File: src/hdl/m3i_pkg.sv
package m3i_pkg;

  localparam int DATA_WIDTH_DEF = 32;
  localparam int FRAC_BITS_DEF  = 16;
  localparam int THR_W          = 31;
  localparam int NENT           = 9;
  localparam int FIFO_DEPTH     = 2;

  // Each cofactor k is a[CF_P[k]] * a[CF_Q[k]] - a[CF_R[k]] * a[CF_S[k]].
  localparam int CF_P [NENT] = '{4, 2, 1, 5, 0, 3, 3, 6, 0};
  localparam int CF_Q [NENT] = '{8, 7, 5, 6, 8, 2, 7, 1, 4};
  localparam int CF_R [NENT] = '{7, 1, 2, 3, 2, 0, 6, 0, 3};
  localparam int CF_S [NENT] = '{5, 8, 4, 8, 6, 5, 4, 7, 1};

  // The determinant expands along row 0: a0*c0 + a1*c3 + a2*c6.
  localparam int DET_C [3] = '{0, 3, 6};

  typedef enum logic [1:0] {
    ST_IDLE,
    ST_RUN,
    ST_FIN
  } m3i_state_e;

endpackage

File: src/hdl/m3i_fifo.sv
module m3i_fifo #(
  parameter int WIDTH = 8
) (
  input  logic             clk_i,
  input  logic             rst_ni,
  input  logic             wr_valid_i,
  output logic             wr_ready_o,
  input  logic [WIDTH-1:0] wr_data_i,
  output logic             rd_valid_o,
  input  logic             rd_ready_i,
  output logic [WIDTH-1:0] rd_data_o
);
  import m3i_pkg::*;

  localparam int PW = (FIFO_DEPTH > 1) ? $clog2(FIFO_DEPTH) : 1;

  logic [WIDTH-1:0] mem_q [FIFO_DEPTH];
  logic [PW-1:0]    wr_ptr_q, rd_ptr_q;
  logic [PW:0]      cnt_q;
  logic             push, pop;

  assign wr_ready_o = cnt_q != (PW+1)'(FIFO_DEPTH);
  assign rd_valid_o = cnt_q != '0;
  assign rd_data_o  = mem_q[rd_ptr_q];
  assign push       = wr_valid_i && wr_ready_o;
  assign pop        = rd_valid_o && rd_ready_i;

  always_ff @(posedge clk_i or negedge rst_ni) begin
    if (!rst_ni) begin
      wr_ptr_q <= '0;
      rd_ptr_q <= '0;
      cnt_q    <= '0;
    end else begin
      if (push) begin
        wr_ptr_q <= (wr_ptr_q == PW'(FIFO_DEPTH - 1)) ? '0 : wr_ptr_q + 1'b1;
      end
      if (pop) begin
        rd_ptr_q <= (rd_ptr_q == PW'(FIFO_DEPTH - 1)) ? '0 : rd_ptr_q + 1'b1;
      end
      cnt_q <= cnt_q + (PW+1)'(push) - (PW+1)'(pop);
    end
  end

  always_ff @(posedge clk_i) begin
    if (push) begin
      mem_q[wr_ptr_q] <= wr_data_i;
    end
  end

endmodule

File: config.mk
export PLATFORM = sky130hd
export DESIGN_NAME = m3i_fifo
export DESIGN_NICKNAME = d
export VERILOG_FILES = /design/src/hdl/m3i_pkg.sv /design/src/hdl/m3i_fifo.sv
export SDC_FILE = /design/constraint.sdc
export NUM_CORES = 1
export LEC_CHECK = 0
export ABC_AREA = 1
export BUFFER_PORTS_ARGS = -buffer_cell sky130_fd_sc_hd__buf_2
export CORE_ASPECT_RATIO = 1.25
export CORE_UTILIZATION = 49
export CTS_CLUSTER_SIZE = 20
export DETAILED_ROUTE_END_ITERATION = 6
export PLACE_DENSITY = 0.75
export SLEW_MARGIN = 20
export SYNTH_ARGS = -nofsm -noshare
export SYNTH_HDL_FRONTEND = slang
export SYNTH_SLANG_ARGS = --single-unit
export TNS_END_PERCENT = 1
File: constraint.sdc
create_clock -name clk_i -period 1.7 [get_ports clk_i]
set_input_delay 0.085 -clock clk_i [delete_from_list [all_inputs] [get_ports clk_i]]
set_output_delay 0.085 -clock clk_i [all_outputs]
set_load 0.01 [all_outputs]
**Yosys cells after proc, flatten, opt, wreduce, memory -nomap -nowiden**

Memory sizes are Yosys's and may differ from the RTL's.
Cells that the tools add are included.

- Output and inout bits: 10
- Memories kept: 1
- Memory bits (read-only): 0
- Register bits after elaboration: 4
- Bits in writable memories: 16
- Latch bits: 0
- Input bits: 12

- Shifts and indexed selects: 0
- Order comparisons: 0
- Add/subtract/negate cells: 4
- Equality and inequality tests: 1
- Divide/modulo/power cells: 0
- $mul: 0
- Mux-type cells: 4
- Bitwise gates (word level): 0
- Reductions and logical operators: 3

Memory list:

| memory | depth | bits a word | read ports | clocked after Yosys merged registers in | wr ports | line | source |
|---|---|---|---|---|---|---|---|
| mem_q | 2 | 8 | 1 | 0 | 1 | m3i_fifo.sv:17 | `logic [WIDTH-1:0] mem_q [FIFO_DEPTH];` |

Operator list:

| operator | count |
|---|---|
| 1-bit 2-to-1 mux | 4 |
| 1-bit adder, second input constant | 2 |
| 2-bit by 1-bit adder with 2-bit output | 1 |
| 1-bit logical AND | 2 |
| 2-bit inequality test, second input constant | 1 |
| 2-bit nonzero test | 1 |
| 2-bit by 1-bit subtractor with 2-bit output | 1 |

**Longest topological paths before layout**

- Word-level depth: 4
- Mapped depth: 12
- Mapped depth without buffers: 12

**Worst setup path before layout**

OpenSTA, ideal clock, no wires.

- Kind: reg2reg
- Start point: reg cnt_q[1]
- End point: mem mem_q[0][0] (enable)
- Path buffers: 0
- Library setup time: 370 ps
- Stages on the path, launching flop included: 4
- Arrival time: 994 ps
- Slack: 336 ps
- Required time: 1,330 ps
- Cell sequence: dfrtp_1 -> nand2_2 -> nand2_4 -> nor2_1

- Cells in the longest elaborated chain, start to end: 4

RTL lines:

| item | line | source |
|---|---|---|
| from (decl) | m3i_fifo.sv:19 | `logic [PW:0] cnt_q;` |
| from (signal assigned) | m3i_fifo.sv:40 | `cnt_q <= cnt_q + (PW+1)'(push) - (PW+1)'(pop);` |
| 2-bit inequality test | m3i_fifo.sv:22 | `assign wr_ready_o = cnt_q != (PW+1)'(FIFO_DEPTH);` |
| net wr_ready_o | m3i_fifo.sv:7 | `output logic wr_ready_o,` |
| 1-bit logical AND | m3i_fifo.sv:25 | `assign push = wr_valid_i && wr_ready_o;` |
| 1-bit 2-to-1 mux | m3i_fifo.sv:45 | `if (push) begin` |
| 1-bit 2-to-1 mux (implied by the code) | m3i_fifo.sv:46 | `mem_q[wr_ptr_q] <= wr_data_i;` |
| to (decl) | m3i_fifo.sv:17 |  |

The timed path passes the listed nets, and every way through them passes these cells.

**Final worst setup path**

- Start point: reg cnt_q[1]
- End point: reg cnt_q[1]

- Cells in the longest elaborated chain, start to end: 4
- Elaborated cells between the ends (all ways): 6
- Classes of those cells: 2 x add/sub; 1 x eq/ne; 3 x reduce/logical

RTL lines:

| item | line |
|---|---|
| 2-bit inequality test | m3i_fifo.sv:22 |
| 1-bit logical AND | m3i_fifo.sv:25 |
| 2-bit by 1-bit adder with 2-bit output | m3i_fifo.sv:40 |
| 2-bit by 1-bit subtractor with 2-bit output (*) | m3i_fifo.sv:40 |

Every way passes the cells marked *; elsewhere a longest branch is shown, timed or not.
A chain may end at the register's enable or synchronous reset.

==> run summary <==
For the pin with the worst max-slew slack, the measured transition is 0.4719 ns. The maximum number of pins on one net before global-route repair is 12, and the standard cell area after detailed placement is 959.7 um^2. The run gives 0.478 as the power share of the sequential group. Proportion of synthesized chip area in sequential cells: 0.7062.

After routing the design area is 1076 um^2. The number of global-route vias before repair came out at 495. The slack of the worst reg-to-reg path is 0.30 ns, and the switching power is 0.5917 mW.

The overall routing resource usage was 0.1617. For the endpoint required time on the critical path, the log shows 1.88 ns. Total iterations of the first detailed-routing run: 4. The critical path buffer and inverter count was 2; the total power was 1.616 mW.

Number of gates resized after cts: 0. The run gives 0 as the antenna diode instance count. TritonCTS built the clock tree. Clock-pin slew was measured on the worst setup and hold paths at 0.09 ns. The number of buffers on the longest clock path was 2.

On the critical path, the stage with the largest delay is an instance of sky130_fd_sc_hd__dfrtp_1. Synthesis produced a netlist whose cell count is 73. Mean instance size in the synthesized netlist: 11.26 um^2.

The number of H-tree levels is 1. The tools report the via count as 567. Count of cells along the worst register-to-register path: 11. The run finished with clean final reports. The synthesized design contains 20 register bits. The worst setup path is captured at a register. The region available for standard cell placement spans 1562 um^2. The clock net in this run drives a total of 20 sinks. Cell type group with the largest total delay on the critical path: simple AND/OR/NAND/NOR gates. The tightest slew margin relative to the limit came out at 0.6850. In the routed design, unresolved DRC markers number 0.

Setup repair after global routing left no endpoint under its margin. For the total die area, the log shows 1847 um^2. The highest attainable clock frequency is 714.2 MHz. The run gives 0 as the aggregate global routing overflow. Path type of the worst setup path: register to register.

The share of cells above drive strength 1 was 0.3241. The number of slew-limit violations in the final report was 0; the global-route wire length before repair was 1883 um. The run gives 0.390 as the part of the total power dissipated in combinational logic.

STA classifies the critical path startpoint as a register. The analysis attributes to cell leakage a power of 0.5054 nW. The run gives 925.3 um as the half-perimeter wire length after detailed placement. In this run, distinct cell masters in the synthesized netlist total 15. Initial antenna violation count: 0. The die is 47.80 um tall.

The internal power of the cells totals 1.024 mW. The area growth from synthesis to layout is 30.90%. The floorplan has 16 rows.

In this run the worst path has a maximum fanout of 5. The net count of the finished layout was 122; the number of cells on the worst hold path was 3. The logs give 0.5264 for the initial cell density of the core and 0 for the number of max-capacitance violations reported. Final critical delay including setup and external delays: 1.400 ns.

The number of DRC markers after the initial detailed-route iteration was 18. Root buffer cell: sky130_fd_sc_hd__clkbuf_4. Leaving out fill and tap cells, the most frequent cell in the layout is sky130_fd_sc_hd__nand2_1.

The worst min-delay path category is primary input to register. The critical path goes through nor2_1, nor2_2, nand2_2, nand2_1, ha_1, inv_1, nand2_1, nand2_2, inv_1, nand2_1, nand2_1. Dividing the detail-routed wire length by the instance count gives 10.33 um.

Clock tree synthesis inserted a total of 3 buffers. The count of port buffers added during placement came out at 21. For this block, the routed nets add up to 1302 um of wire.

Counting stages on the worst path, the most repeated cell is sky130_fd_sc_hd__nand2_1. The routed via count divided by cell count came out at 4.500. The total standard cell area after synthesis is 822.0 um^2.

VDD sags by at most 784.5 uV. The power share of the clock group is 0.133, and the largest clock skew in the final design is 0.007759 ns. On the worst path, the slowest cell contributes a delay of 0.45 ns.

For the number of hold violations in the final report, the log shows 0. The later pin in the worst-skew pair is clocked with a latency of 0.29 ns. Buffers added to address setup during post-CTS repair amount to 0.

Share of the clock period used by the worst path: 0.8236. The number of nets in the synthesized netlist was 86. Setup violations remaining at the end of the flow were counted as 0. In the layout the commonest cells are sky130_fd_sc_hd__nand2_1, sky130_fd_sc_hd__buf_2, sky130_fd_sc_hd__edfxtp_1. The count of nets left with antenna violations once routing finished came out at 0. In this run the power density over the cells is 1501 nW/um^2.

For the final routed database, the setup TNS stands at 0 ns. For this run, the number of Yosys warnings is 0. In this run the horizontal extent of the chip is 38.64 um. The switching part of the total power was 0.3663; the number of cells on the critical path was 11. The arrival time at the worst endpoint was 1.58 ns; the count of pins on the block boundary was 22.

Routability-driven placement finished with a final weighted congestion of 0.6643.
[per-stage QoR]
step | hold WS [ns] | setup WS (ns) | utilization | cells
global placement | -0.1037 | 0.3285 | 0.6146 | 113
floorplan | -0.2106 | 0.3361 | - | 73
global route | 0.1036 | 0.1481 | 0.6891 | 126
detailed placement | -0.09677 | 0.3143 | 0.6146 | 113
finish | 0.1116 | 0.2999 | 0.6891 | 126
CTS | 0.09878 | 0.2952 | 0.6891 | 126
[power by group through the flow]
| stage | registers, mW | clock network (mW) | logic, mW |
|---|---|---|---|
| after floorplan | 0.740 | 0 | 0.437 |
| after global placement | 0.781 | 0 | 0.598 |
| after detailed placement | 0.782 | 0 | 0.623 |
| after CTS | 0.772 | 0.224 | 0.637 |
| after global routing | 0.785 | 0.250 | 0.716 |
| final | 0.772 | 0.214 | 0.629 |
[cell type report]
| type | instances | area [um^2] |
|---|---|---|
| timing repair buffer | 32 | 210.2 |
| sequential | 20 | 580.6 |
| clock buffer | 4 | 26.28 |
| tap | 18 | 22.52 |
| fill | 129 | 485.5 |
| multi-input combinational | 44 | 206.4 |
| inverter | 8 | 30.03 |
[worst min-delay path: cells and delay by family]
family,cells,cell delay [ns]
AND/OR/NAND/NOR,1,0.07
buffers and inverters,1,0.12
AO/OA/AOI/OAI,1,0.08
[metal layers]
layer  wire length [um]  up-vias  track usage
met4                 21        0       0.1241
li1                   -      303            -
met5                  0        -            0
met3                 32        2      0.02791
met1                516      251       0.1582
met2                732       11       0.2967
[state kept, by name, indices dropped and copies added, names as in the netlist]
| name | cells |
|---|---|
| mem_q | 16 |
| cnt_q | 2 |
| rd_ptr_q | 1 |
| wr_ptr_q | 1 |
[final timing paths]
| path | startpoint | to |
|---|---|---|
| setup / recovery | cnt_q[1]$_DFF_PN0_ | cnt_q[1]$_DFF_PN0_ |
| hold / removal | wr_valid_i | wr_ptr_q$_DFFE_PN0P_ |
| setup reg to reg | cnt_q[1]$_DFF_PN0_ | cnt_q[1]$_DFF_PN0_ |
| hold reg to reg | wr_ptr_q$_DFFE_PN0P_ | wr_ptr_q$_DFFE_PN0P_ |
| max in group asynchronous | rst_ni | cnt_q[1]$_DFF_PN0_ |
| min in group asynchronous | rst_ni | rd_ptr_q$_DFFE_PN0P_ |
[Yosys cell counts (all sizes together)]
master,count,area (um^2)
nor2,5,26.28
a21oi,1,5.000
xor2,1,8.760
edfxtp,16,480.5
ha,1,12.51
inv,8,30.03
nand3,2,10.01
dfrtp,4,100.1
o21ai,1,5.000
buf,1,5.000
nand2,33,138.9
[repair_timing]
item	CTS	global route
hold buffers	9	0
endpoints found under the hold margin	20	0
setup endpoints to repair	0	0
[cell families after synthesis]
logic type / Yosys count / share of synthesized area
flip-flops: 20 / 0.7062
buffers and inverters: 9 / 0.04261
XOR/XNOR: 1 / 0.01066
adder cells (fa/ha/maj): 1 / 0.01522
AND/OR/NAND/NOR: 40 / 0.2131
AO/OA/AOI/OAI: 2 / 0.01216
Note: power is estimated with default switching activity, not from simulation.
